$ cat src/hdl/sha_pkg.sv
// Shared types, constants and functions of the SHA-256 hash engine.
`default_nettype none

package sha_pkg;

    // Number of compression rounds per block
    localparam int unsigned Rounds = 64;

    // One message word as it arrives on the input channel
    typedef struct packed {
        logic [31:0] message_word;
        logic [2:0]  valid_bytes;
        logic        final_item;
    } msg_word_t;

    // One digest word as it leaves on the output channel
    typedef struct packed {
        logic [31:0] digest_word;
        logic [2:0]  word_index;
        logic        last_word;
    } digest_word_t;

    // Source of a word pushed into the schedule window
    localparam logic [2:0] PUSH_INPUT  = 3'd0;
    localparam logic [2:0] PUSH_MARK   = 3'd1;
    localparam logic [2:0] PUSH_ZERO   = 3'd2;
    localparam logic [2:0] PUSH_LEN_HI = 3'd3;
    localparam logic [2:0] PUSH_LEN_LO = 3'd4;

    // Commands from the controller to the datapath
    typedef struct packed {
        logic       push;
        logic [2:0] push_sel;
        logic       load_vars;
        logic       round_en;
        logic [5:0] round_idx;
        logic       add_chain;
        logic       load_digest;
        logic       restart;
        logic       len_add;
        logic       out_shift;
    } sha_cmd_t;

    // Initial hash value, word by word
    function automatic logic [31:0] start_chain_word(input logic [2:0] idx);
        logic [31:0] h;
        unique case (idx)
            3'd0: h = 32'h6a09e667;
            3'd1: h = 32'hbb67ae85;
            3'd2: h = 32'h3c6ef372;
            3'd3: h = 32'ha54ff53a;
            3'd4: h = 32'h510e527f;
            3'd5: h = 32'h9b05688c;
            3'd6: h = 32'h1f83d9ab;
            default: h = 32'h5be0cd19;
        endcase
        return h;
    endfunction

    // Round constants
    function automatic logic [31:0] round_k(input logic [5:0] idx);
        logic [31:0] k;
        unique case (idx)
            6'd0:  k = 32'h428a2f98;  6'd1:  k = 32'h71374491;
            6'd2:  k = 32'hb5c0fbcf;  6'd3:  k = 32'he9b5dba5;
            6'd4:  k = 32'h3956c25b;  6'd5:  k = 32'h59f111f1;
            6'd6:  k = 32'h923f82a4;  6'd7:  k = 32'hab1c5ed5;
            6'd8:  k = 32'hd807aa98;  6'd9:  k = 32'h12835b01;
            6'd10: k = 32'h243185be;  6'd11: k = 32'h550c7dc3;
            6'd12: k = 32'h72be5d74;  6'd13: k = 32'h80deb1fe;
            6'd14: k = 32'h9bdc06a7;  6'd15: k = 32'hc19bf174;
            6'd16: k = 32'he49b69c1;  6'd17: k = 32'hefbe4786;
            6'd18: k = 32'h0fc19dc6;  6'd19: k = 32'h240ca1cc;
            6'd20: k = 32'h2de92c6f;  6'd21: k = 32'h4a7484aa;
            6'd22: k = 32'h5cb0a9dc;  6'd23: k = 32'h76f988da;
            6'd24: k = 32'h983e5152;  6'd25: k = 32'ha831c66d;
            6'd26: k = 32'hb00327c8;  6'd27: k = 32'hbf597fc7;
            6'd28: k = 32'hc6e00bf3;  6'd29: k = 32'hd5a79147;
            6'd30: k = 32'h06ca6351;  6'd31: k = 32'h14292967;
            6'd32: k = 32'h27b70a85;  6'd33: k = 32'h2e1b2138;
            6'd34: k = 32'h4d2c6dfc;  6'd35: k = 32'h53380d13;
            6'd36: k = 32'h650a7354;  6'd37: k = 32'h766a0abb;
            6'd38: k = 32'h81c2c92e;  6'd39: k = 32'h92722c85;
            6'd40: k = 32'ha2bfe8a1;  6'd41: k = 32'ha81a664b;
            6'd42: k = 32'hc24b8b70;  6'd43: k = 32'hc76c51a3;
            6'd44: k = 32'hd192e819;  6'd45: k = 32'hd6990624;
            6'd46: k = 32'hf40e3585;  6'd47: k = 32'h106aa070;
            6'd48: k = 32'h19a4c116;  6'd49: k = 32'h1e376c08;
            6'd50: k = 32'h2748774c;  6'd51: k = 32'h34b0bcb5;
            6'd52: k = 32'h391c0cb3;  6'd53: k = 32'h4ed8aa4a;
            6'd54: k = 32'h5b9cca4f;  6'd55: k = 32'h682e6ff3;
            6'd56: k = 32'h748f82ee;  6'd57: k = 32'h78a5636f;
            6'd58: k = 32'h84c87814;  6'd59: k = 32'h8cc70208;
            6'd60: k = 32'h90befffa;  6'd61: k = 32'ha4506ceb;
            6'd62: k = 32'hbef9a3f7;  default: k = 32'hc67178f2;
        endcase
        return k;
    endfunction

endpackage

`default_nettype wire

$ cat src/hdl/sha_datapath.sv
// Datapath of the SHA-256 hash engine: window, round variables, chain, length, digest.
`default_nettype none

module sha_datapath
    import sha_pkg::*;
(
    input  wire logic      clk,
    input  wire logic      rst_n,
    input  wire sha_cmd_t  cmd,
    input  wire msg_word_t msg,
    output logic [31:0]    digest_word
);

    logic [31:0] window_reg [16];
    logic [31:0] vars_reg   [8];
    logic [31:0] chain_reg  [8];
    logic [31:0] digest_reg [8];
    logic [63:0] len_reg;

    logic [2:0]  nbytes;
    logic [31:0] in_word;
    logic [31:0] push_word;
    logic [31:0] sched_new;
    logic [31:0] t1;
    logic [31:0] t2;
    logic [63:0] len_inc;

    function automatic logic [31:0] ror(input logic [31:0] x, input int unsigned n);
        return (x >> n) | (x << (32 - n));
    endfunction

    // Byte count of a final word, oversized counts taken as a full word
    assign nbytes = msg.valid_bytes[2] ? 3'd4 : msg.valid_bytes;

    // Final word with its unused bytes dropped and, when it holds fewer than four bytes, the 0x80 marker appended
    always_comb
    begin
        if (!msg.final_item)
        begin
            in_word = msg.message_word;
        end
        else
        begin
            unique case (nbytes)
                3'd0:    in_word = 32'h8000_0000;
                3'd1:    in_word = {msg.message_word[31:24], 24'h80_0000};
                3'd2:    in_word = {msg.message_word[31:16], 16'h8000};
                3'd3:    in_word = {msg.message_word[31:8], 8'h80};
                default: in_word = msg.message_word;
            endcase
        end
    end

    // Word to append to the schedule window
    always_comb
    begin
        unique case (cmd.push_sel)
            PUSH_INPUT:  push_word = in_word;
            PUSH_MARK:   push_word = 32'h8000_0000;
            PUSH_LEN_HI: push_word = len_reg[63:32];
            PUSH_LEN_LO: push_word = len_reg[31:0];
            default:     push_word = '0;
        endcase
    end

    // Message length increment in bits
    assign len_inc = msg.final_item ? {58'd0, nbytes, 3'b000} : 64'd32;

    // Next schedule word; the window always holds W(t) .. W(t+15)
    assign sched_new = (ror(window_reg[14], 17) ^ ror(window_reg[14], 19)
                        ^ (window_reg[14] >> 10))
                     + window_reg[9]
                     + (ror(window_reg[1], 7) ^ ror(window_reg[1], 18)
                        ^ (window_reg[1] >> 3))
                     + window_reg[0];

    // Round function
    assign t1 = vars_reg[7]
              + (ror(vars_reg[4], 6) ^ ror(vars_reg[4], 11) ^ ror(vars_reg[4], 25))
              + ((vars_reg[4] & vars_reg[5]) ^ (~vars_reg[4] & vars_reg[6]))
              + round_k(cmd.round_idx) + window_reg[0];
    assign t2 = (ror(vars_reg[0], 2) ^ ror(vars_reg[0], 13) ^ ror(vars_reg[0], 22))
              + ((vars_reg[0] & vars_reg[1]) ^ (vars_reg[0] & vars_reg[2])
                 ^ (vars_reg[1] & vars_reg[2]));

    // Schedule window: shifts on every push and every round
    always_ff @(posedge clk)
    begin
        if (cmd.push || cmd.round_en)
        begin
            for (int i = 0; i < 15; i++)
            begin
                window_reg[i] <= window_reg[i + 1];
            end
            window_reg[15] <= cmd.push ? push_word : sched_new;
        end
    end

    // Round variables a to h
    always_ff @(posedge clk)
    begin
        if (cmd.load_vars)
        begin
            for (int i = 0; i < 8; i++)
            begin
                vars_reg[i] <= chain_reg[i];
            end
        end
        else if (cmd.round_en)
        begin
            vars_reg[7] <= vars_reg[6];
            vars_reg[6] <= vars_reg[5];
            vars_reg[5] <= vars_reg[4];
            vars_reg[4] <= vars_reg[3] + t1;
            vars_reg[3] <= vars_reg[2];
            vars_reg[2] <= vars_reg[1];
            vars_reg[1] <= vars_reg[0];
            vars_reg[0] <= t1 + t2;
        end
    end

    // Chain value and message length
    always_ff @(posedge clk or negedge rst_n)
    begin
        if (!rst_n)
        begin
            for (int i = 0; i < 8; i++)
            begin
                chain_reg[i] <= start_chain_word(3'(i));
            end
            len_reg <= '0;
        end
        else
        begin
            if (cmd.restart)
            begin
                for (int i = 0; i < 8; i++)
                begin
                    chain_reg[i] <= start_chain_word(3'(i));
                end
                len_reg <= '0;
            end
            else
            begin
                if (cmd.add_chain)
                begin
                    for (int i = 0; i < 8; i++)
                    begin
                        chain_reg[i] <= chain_reg[i] + vars_reg[i];
                    end
                end
                if (cmd.len_add)
                begin
                    len_reg <= len_reg + len_inc;
                end
            end
        end
    end

    // Digest output register, shifted out one word at a time
    always_ff @(posedge clk)
    begin
        if (cmd.load_digest)
        begin
            for (int i = 0; i < 8; i++)
            begin
                digest_reg[i] <= chain_reg[i];
            end
        end
        else if (cmd.out_shift)
        begin
            for (int i = 0; i < 7; i++)
            begin
                digest_reg[i] <= digest_reg[i + 1];
            end
            digest_reg[7] <= digest_reg[7];
        end
    end

    assign digest_word = digest_reg[0];

endmodule

`default_nettype wire

$ cat src/hdl/sha_ctrl.sv
// Controller of the SHA-256 hash engine: input handshake, padding, rounds and output.
`default_nettype none

module sha_ctrl
    import sha_pkg::*;
(
    input  wire logic       clk,
    input  wire logic       rst_n,
    input  wire logic       msg_valid,
    output logic            msg_ready,
    input  wire logic [2:0] valid_bytes,
    input  wire logic       final_item,
    output logic            digest_valid,
    input  wire logic       digest_ready,
    output logic [2:0]      word_index,
    output logic            last_word,
    output sha_cmd_t        cmd
);

    localparam logic [2:0] S_IDLE  = 3'd0;
    localparam logic [2:0] S_PAD   = 3'd1;
    localparam logic [2:0] S_ROUND = 3'd2;
    localparam logic [2:0] S_ADD   = 3'd3;
    localparam logic [2:0] S_FIN   = 3'd4;

    // Padding progress of the current message
    localparam logic [2:0] PH_NONE  = 3'd0;
    localparam logic [2:0] PH_MARK  = 3'd1;
    localparam logic [2:0] PH_ZERO  = 3'd2;
    localparam logic [2:0] PH_LENLO = 3'd3;
    localparam logic [2:0] PH_DONE  = 3'd4;

    localparam logic [5:0] LastRound = 6'(Rounds - 1);

    logic [2:0] state_reg, state_next;
    logic [2:0] phase_reg, phase_next;
    logic [3:0] count_reg, count_next;
    logic [5:0] round_reg, round_next;
    logic       out_busy_reg, out_busy_next;
    logic [2:0] out_idx_reg, out_idx_next;
    logic       accept;
    logic       out_take;

    assign msg_ready    = (state_reg == S_IDLE);
    assign accept       = msg_valid && msg_ready;
    assign digest_valid = out_busy_reg;
    assign out_take     = digest_valid && digest_ready;
    assign word_index   = out_idx_reg;
    assign last_word    = (out_idx_reg == 3'd7);

    // Sequencing of words, padding and rounds
    always_comb
    begin
        state_next = state_reg;
        phase_next = phase_reg;
        round_next = round_reg;

        cmd           = '0;
        cmd.push_sel  = PUSH_INPUT;
        cmd.round_idx = round_reg;
        cmd.out_shift = out_take;

        unique case (state_reg)
            S_IDLE:
            begin
                if (accept)
                begin
                    cmd.push    = 1'b1;
                    cmd.len_add = 1'b1;
                    if (final_item)
                    begin
                        phase_next = valid_bytes[2] ? PH_MARK : PH_ZERO;
                    end
                    if (count_reg == 4'd15)
                    begin
                        cmd.load_vars = 1'b1;
                        state_next    = S_ROUND;
                    end
                    else if (final_item)
                    begin
                        state_next = S_PAD;
                    end
                end
            end
            S_PAD:
            begin
                cmd.push = 1'b1;
                priority if (phase_reg == PH_MARK)
                begin
                    cmd.push_sel = PUSH_MARK;
                    phase_next   = PH_ZERO;
                end
                else if (phase_reg == PH_ZERO)
                begin
                    if (count_reg == 4'd14)
                    begin
                        cmd.push_sel = PUSH_LEN_HI;
                        phase_next   = PH_LENLO;
                    end
                    else
                    begin
                        cmd.push_sel = PUSH_ZERO;
                    end
                end
                else
                begin
                    cmd.push_sel = PUSH_LEN_LO;
                    phase_next   = PH_DONE;
                end
                if (count_reg == 4'd15)
                begin
                    cmd.load_vars = 1'b1;
                    state_next    = S_ROUND;
                end
            end
            S_ROUND:
            begin
                cmd.round_en = 1'b1;
                if (round_reg == LastRound)
                begin
                    round_next = '0;
                    state_next = S_ADD;
                end
                else
                begin
                    round_next = round_reg + 6'd1;
                end
            end
            S_ADD:
            begin
                cmd.add_chain = 1'b1;
                priority if (phase_reg == PH_NONE)
                begin
                    state_next = S_IDLE;
                end
                else if (phase_reg == PH_DONE)
                begin
                    state_next = S_FIN;
                end
                else
                begin
                    state_next = S_PAD;
                end
            end
            S_FIN:
            begin
                if (!out_busy_reg)
                begin
                    cmd.load_digest = 1'b1;
                    cmd.restart     = 1'b1;
                    phase_next      = PH_NONE;
                    state_next      = S_IDLE;
                end
            end
            default:
            begin
                state_next = S_IDLE;
            end
        endcase
    end

    assign count_next = cmd.push ? count_reg + 4'd1 : count_reg;

    // Output word counter
    always_comb
    begin
        out_busy_next = out_busy_reg;
        out_idx_next  = out_idx_reg;
        if (cmd.load_digest)
        begin
            out_busy_next = 1'b1;
            out_idx_next  = '0;
        end
        else if (out_take)
        begin
            out_idx_next = out_idx_reg + 3'd1;
            if (out_idx_reg == 3'd7)
            begin
                out_busy_next = 1'b0;
            end
        end
    end

    always_ff @(posedge clk or negedge rst_n)
    begin
        if (!rst_n)
        begin
            state_reg    <= S_IDLE;
            phase_reg    <= PH_NONE;
            count_reg    <= '0;
            round_reg    <= '0;
            out_busy_reg <= 1'b0;
            out_idx_reg  <= '0;
        end
        else
        begin
            state_reg    <= state_next;
            phase_reg    <= phase_next;
            count_reg    <= count_next;
            round_reg    <= round_next;
            out_busy_reg <= out_busy_next;
            out_idx_reg  <= out_idx_next;
        end
    end

endmodule

`default_nettype wire

$ cat src/hdl/sha256_hash_engine.sv
// Top level of the SHA-256 hash engine.
//
// Takes a message as big-endian 32-bit words, each carrying up to four bytes,
// the final word flagged, and returns the eight words of its SHA-256 digest,
// most significant first, after which it starts afresh from the initial hash.
// A block takes in its sixteen accepted words, then runs its 64 rounds (one
// round per cycle in a single round unit) and folds the result into the
// chain value; no words are taken while the rounds and the fold run.
// The final word adds the padding words, one or two more compressions, and
// a move of the digest into the output register once the previous digest
// has left; the digest words then leave at one per cycle while the receiver
// is ready, while the next message is already being taken in.
`default_nettype none

module sha256_hash_engine
    import sha_pkg::*;
(
    input  wire logic         clk,
    input  wire logic         rst_n,
    input  wire logic         msg_valid,
    output logic              msg_ready,
    input  wire msg_word_t    msg,
    output logic              digest_valid,
    input  wire logic         digest_ready,
    output digest_word_t      digest
);

    sha_cmd_t    cmd;
    logic [31:0] dp_word;
    logic [2:0]  out_index;
    logic        out_last;

    // Controller
    sha_ctrl u_ctrl (
        .clk          (clk),
        .rst_n        (rst_n),
        .msg_valid    (msg_valid),
        .msg_ready    (msg_ready),
        .valid_bytes  (msg.valid_bytes),
        .final_item   (msg.final_item),
        .digest_valid (digest_valid),
        .digest_ready (digest_ready),
        .word_index   (out_index),
        .last_word    (out_last),
        .cmd          (cmd)
    );

    // Datapath
    sha_datapath u_datapath (
        .clk         (clk),
        .rst_n       (rst_n),
        .cmd         (cmd),
        .msg         (msg),
        .digest_word (dp_word)
    );

    assign digest.digest_word = dp_word;
    assign digest.word_index  = out_index;
    assign digest.last_word   = out_last;

endmodule

`default_nettype wire

$ cat config.mk
export PLATFORM = sky130hd
export DESIGN_NAME = sha256_hash_engine
export DESIGN_NICKNAME = d
export VERILOG_FILES = /design/src/hdl/sha_pkg.sv /design/src/hdl/sha_datapath.sv /design/src/hdl/sha_ctrl.sv /design/src/hdl/sha256_hash_engine.sv
export SDC_FILE = /design/constraint.sdc
export NUM_CORES = 2
export LEC_CHECK = 0
export BUFFER_PORTS_ARGS = -buffer_cell sky130_fd_sc_hd__buf_2
export CAP_MARGIN = 5
export CORE_ASPECT_RATIO = 0.9
export CORE_MARGIN = 2
export CORE_UTILIZATION = 58
export DETAILED_ROUTE_END_ITERATION = 6
export PLACE_DENSITY = 0.83
export SYNTH_ARGS = -nofsm -noshare
export SYNTH_HDL_FRONTEND = slang
export SYNTH_SLANG_ARGS = --single-unit
$ cat constraint.sdc
create_clock -name clk -period 18.4 [get_ports clk]
set_clock_uncertainty 0.1 [all_clocks]
set_input_delay 0.92 -clock clk [delete_from_list [all_inputs] [get_ports clk]]
set_output_delay 0.92 -clock clk [all_outputs]
set_load 0.05 [all_outputs]
* After elaboration in Yosys (flattened, before gate mapping)
Memories as Yosys holds them, arrays and structs flattened. Cells that the tools add are included.
Word-level totals: register bits after elaboration 340, memory bits (writable) 1024, memory bits (read-only) 2048, bits of input ports 40, output and inout port bits 38, logic and storage cells 197, memories kept 4
Cells by class: $add $sub $neg 22, equality and inequality tests 24, multiplexer cells 74, bitwise operators 43, reductions and logical operators 15
Memory list:
- (name not given) | words 64, width 32, rd ports 1, clocked after memory_dff 0, write ports 0, line sha_pkg.sv:63 | unique case (idx)
- u_datapath.window_reg | words 16, width 32, rd ports 16, clocked after memory_dff 0, write ports 16, line sha_datapath.sv:14 | logic [31:0] window_reg [16];
- u_datapath.digest_reg | words 8, width 32, rd ports 8, clocked after memory_dff 0, write ports 8, line sha_datapath.sv:17 | logic [31:0] digest_reg [8];
- u_datapath.vars_reg | words 8, width 32, rd ports 8, clocked after memory_dff 0, write ports 8, line sha_datapath.sv:15 | logic [31:0] vars_reg [8];
Operator list (count):
- 32-bit adder | 18
- 32-bit two-way mux | 18
- 256-bit two-way mux | 2
- 32-bit bitwise XOR | 9
- 32-bit case mux with 4 select lines | 2
- 32-bit bitwise AND | 5
- 64-bit two-way mux | 2
- 64-bit adder | 1
- 3-bit two-way mux | 19
- 32-bit inverter | 1
- 10-bit by 32-bit OR with 32-bit output | 1
- 13-bit by 32-bit OR with 32-bit output | 1
- 14-bit by 32-bit OR with 32-bit output | 1
- 15-bit by 32-bit OR with 32-bit output | 1
- 19-bit by 32-bit OR with 32-bit output | 1
- 21-bit by 32-bit OR with 32-bit output | 1
- 25-bit by 32-bit OR with 32-bit output | 1
- 26-bit by 32-bit OR with 32-bit output | 1
- 30-bit by 32-bit OR with 32-bit output | 1
- 7-bit by 32-bit OR with 32-bit output | 1
- 32-bit by 22-bit bitwise XOR with 32-bit output | 1
- 32-bit by 29-bit bitwise XOR with 32-bit output | 1
- 1-bit two-way mux | 22
- 3-bit by 2-bit == test with 1-bit output (second input constant) | 6
- 24 further kinds | 61

* Logic depth before layout (Yosys ltp)
An unclocked memory read counts as a cell.
depth in word-level cells 10, mapped depth 40, depth with buffers taken out 39

* By module
Synthesis repeated with hierarchy kept, for this count alone.
Second synthesis, totals: cells, all modules 7178, area, all modules 79072.1 um^2
Modules (own cells, without submodules):
- sha_datapath | instances 1, cells an instance 7057, area an instance 77888.5 um^2, sequential area each 38852.3 um^2
- sha_ctrl | instances 1, cells an instance 120, area an instance 1176.1 um^2, sequential area each 500.5 um^2
- sha256_hash_engine | instances 1, cells an instance 1, area an instance 7.5 um^2, sequential area each 0.0 um^2

* Worst setup path after synthesis
Ideal clock, no wire load.
kind register to register, from register u_ctrl.state_reg[1], to memory u_datapath.vars_reg[0][0] (enable), library setup time 1227 ps, arrival 19543 ps, required time 17073 ps, path slack -2470 ps, cell stages (with the launch flop) 7, path buffers 2, period minus slack after synthesis 20870 ps, cell sequence dfrtp_1 buf_2 nor3_2 and2_1 buf_2 nor2_1 o21ai_0
RTL lines:
- from (decl) | line sha_ctrl.sv:35 | logic [2:0] state_reg, state_next;
- from (signal assigned) | line sha_ctrl.sv:197 | state_reg <= state_next;
- to (decl) | line sha_datapath.sv:15

==> results.md <==
- Die area: 137,000 um2
- Max FFs per register: between 500 and 600
- Slew Viols, Final: 0
- Crit path time final: 11.12 ns
- Ratio of cells with drive above 1 in the final layout: 10.9%
- Startpoint types: flip-flop
- Crit path largest cell delay: 0.88 ns
- Achievable Freq: between 80 and 90 MHz
- Predominant post-synthesis flop cell: edfxtp_1
- Syn-to-layout area delta: 8.03%
- IO Count: around 80
- Data arrival, critical path: 11.53 ns
- Vias/cell: 6.47
- Largest net degree at the start of global routing: 149
- Failing checks: design-rule violations
- Post-Route Setup TNS: 0 ns
- GPL Wtd Cong: 1.02
- Register area share after synthesis: 50.4%
- Num CTS Buffers: 139
- DRC violations left: 46
- Area after DPL: 79,700 um2
- Clock Latency Late Sink: 0.81 ns
- Max Buffers Root-to-Sink: 3
- Slowest-stage cell, CP: dfrtp_1
- Hold_buf cts: 0
- Initial DRC Count: approximately 7,500
- Maxcap violations: 0
- Dominant cell type by area after synthesis: edfxtp_1
- Crit end category: flip-flop
- Post-synth top area share: 39.4%
- Final instance area: 84,300 um2
- Synth Warn #: 0
- Routed WL: 227 mm
- Post-Synth Adder-Cell Area: 11.7%
- Most frequent cell after synthesis: nand2_1
- Setup-failing EPs final: 0
- Vias in the first global route: 55,182
- CTS H-tree depth: 4
- Crit Path Max Fanout: 21
- Final nets: ~7,600
- Fraction of registers with async set or reset after synthesis: 24.8%
- Net Count, Synth: 7,697
- Finished Core Util: 63.2%
- WS Path Type: reg -> reg
- Routed Antenna Nets: 0
- Post-CTS Setup Bufs: 0
- Avg Inst Size Synth: 11.0 um2
- Tot GR Track Use: about a third
- Status: finished, violations left
- Synth area leaders: edfxtp_1, dfrtp_1, ha_1, nand2_1, fa_1
- Netlist cell types: 101
- Clock Sinks: approximately 1,400
- Clk slew on worst S/H paths: ~0.070 ns
- RSZ-0062 raised after global routing: false
- Rows: 127
- First-pass GRT wire length: 340 mm
- Hold Fails Final Rpt: 0
- DIE WIDTH: about 400 um
- Starting density of the core: 58.5%
- Grt ovf: 0
- Instance count of the mapped netlist: 7,064
- Post-CTS sizing: 0
- Die Y-Extent: 352 um
- Hpwl dp: 159 mm
- Simple-gate share of the synthesized area: 11.2%
- Final Cycle Share: 60.4%
- Slew headroom: around 5.2%
- Post-synth EDFFs: between 1,000 and 1,500
- DRT Pass-1 Iters: 7
- Top cells by count, synth: nand2_1, edfxtp_1, o21ai_0, a21oi_1, ha_1
- Initial antenna violation count: 5
- Routed WL per cell: 25.6 um
- Mapped Area: ~80,000 um2
- Post-synthesis mux area share: ~3.4%
- CP Data Required Time: roughly 19 ns
- Largest family of logic cells by synthesized area: compound AO/OA/AOI/OAI gates
- Port Buf Inserts: slightly below 80
- Core ar.: 133,000 um2
- CTS root buffer: clkbuf_16
- XOR/XNOR share of the synthesized area: ~7.0%
- Via count: 57,281
- TritonCTS clock tree: done
- Worst hold path type: in -> async
- Synth Register Bits: around 1,400
- Synth Area in Compound Gates: 12.9%
- Slew @ Worst Pin: approximately 1.4 ns
==> metal layers <==
metal	part of all wire, %	global-route usage [%]
met5	0.0040	0
met4	4.9	14.3
met3	12	7.70
met2	43	47.9
met1	40	46.6
==> cell type report <==
cell class / instances / area [um2]
diodes: 1 / 2.50
clock buffers: 186 / 3780
clock inverters: 73 / 762
fillers: 9762 / 49000
inverters: 294 / 1110
multi-input cells: 5066 / 36200
flip-flops and latches: 1361 / 39400
well taps: 1741 / 2180
repair buffers: 134 / 886
==> path summary, 6_finish.rpt <==
path | startpoint | slack [ns] | depth (start not counted) | endpoint
max in group asynchronous | rst_n | 15.86 | 3 | u_datapath.len_reg[60]
setup / recovery | u_ctrl.round_reg[1] | 7.28 | 37 | u_datapath.vars_reg[0][28]
min in group clk | u_datapath.window_reg[0][255] | 0.30 | 0 | u_datapath.window_reg[0][223]
hold / removal | rst_n | 0.05 | 1 | u_datapath.chain_reg[195]
hold reg to reg | u_datapath.window_reg[0][255] | 0.30 | 0 | u_datapath.window_reg[0][223]
setup reg to reg | u_ctrl.round_reg[1] | 7.28 | 37 | u_datapath.vars_reg[0][28]
==> kinds of logic (layout without fill, tap and decap cells) <==
family	after synthesis	after routing
flops	1361	1361
fa+ha+maj	615	615
simple gates	2009	2009
buf+inv	637	687
compound gates	1581	1581
xor+xnor	625	625
other cells	0	1
mux	236	236
==> stage by stage <==
step / worst slack (ns) / hold WS (ns) / std cells
floorplan: 4.45 / 0.300 / 7064
global placement: 7.77 / 0.300 / 8596
detailed placement: 7.65 / 0.305 / 8596
CTS: 7.59 / 0.0919 / 8855
global route: 6.69 / 0.0940 / 8855
finish: 7.28 / 0.0479 / 8856
==> critical path: cells and delay by family (launching register included) <==
family                   cells  cell delay [ns]
AND/OR/NAND/NOR              6             1.21
adder cells (fa/ha/maj)      8             3.61
flip-flops                   1             0.88
buffers and inverters        4             0.85
AO/OA/AOI/OAI               17             3.58
XOR/XNOR                     2             0.59
==> cells in the final DEF (no fill, tap or decap), types with 26 or more instances in the layout <==
| master | n |
|---|---|
| xor2_1 | 237 |
| dfrtp_1 | 198 |
| a211oi_1 | 52 |
| mux2_2 | 212 |
| nor2_1 | 321 |
| o31ai_1 | 38 |
| nand2b_1 | 74 |
| o21bai_1 | 49 |
| fa_1 | 196 |
| nor2b_1 | 43 |
| o21ai_0 | 434 |
| nor3_1 | 78 |
| buf_2 | 76 |
| edfxtp_1 | 1024 |
| xnor2_1 | 387 |
| clkbuf_16 | 139 |
| a31oi_1 | 54 |
| clkinv_2 | 26 |
| nand3_1 | 123 |
| ha_1 | 397 |
| inv_1 | 290 |
| a21o_1 | 147 |
| and3_1 | 45 |
| a21oi_1 | 397 |
| buf_4 | 52 |
| nand4_1 | 34 |
| o211ai_1 | 86 |
| dfstp_2 | 136 |
| a222oi_1 | 27 |
| o22ai_1 | 39 |
| o21a_1 | 56 |
| clkbuf_1 | 34 |
| or3_1 | 32 |
| nand2_1 | 1142 |
Power is not shown: default switching activity piles up to over one toggle a cycle in this logic, so the estimate is an artifact.
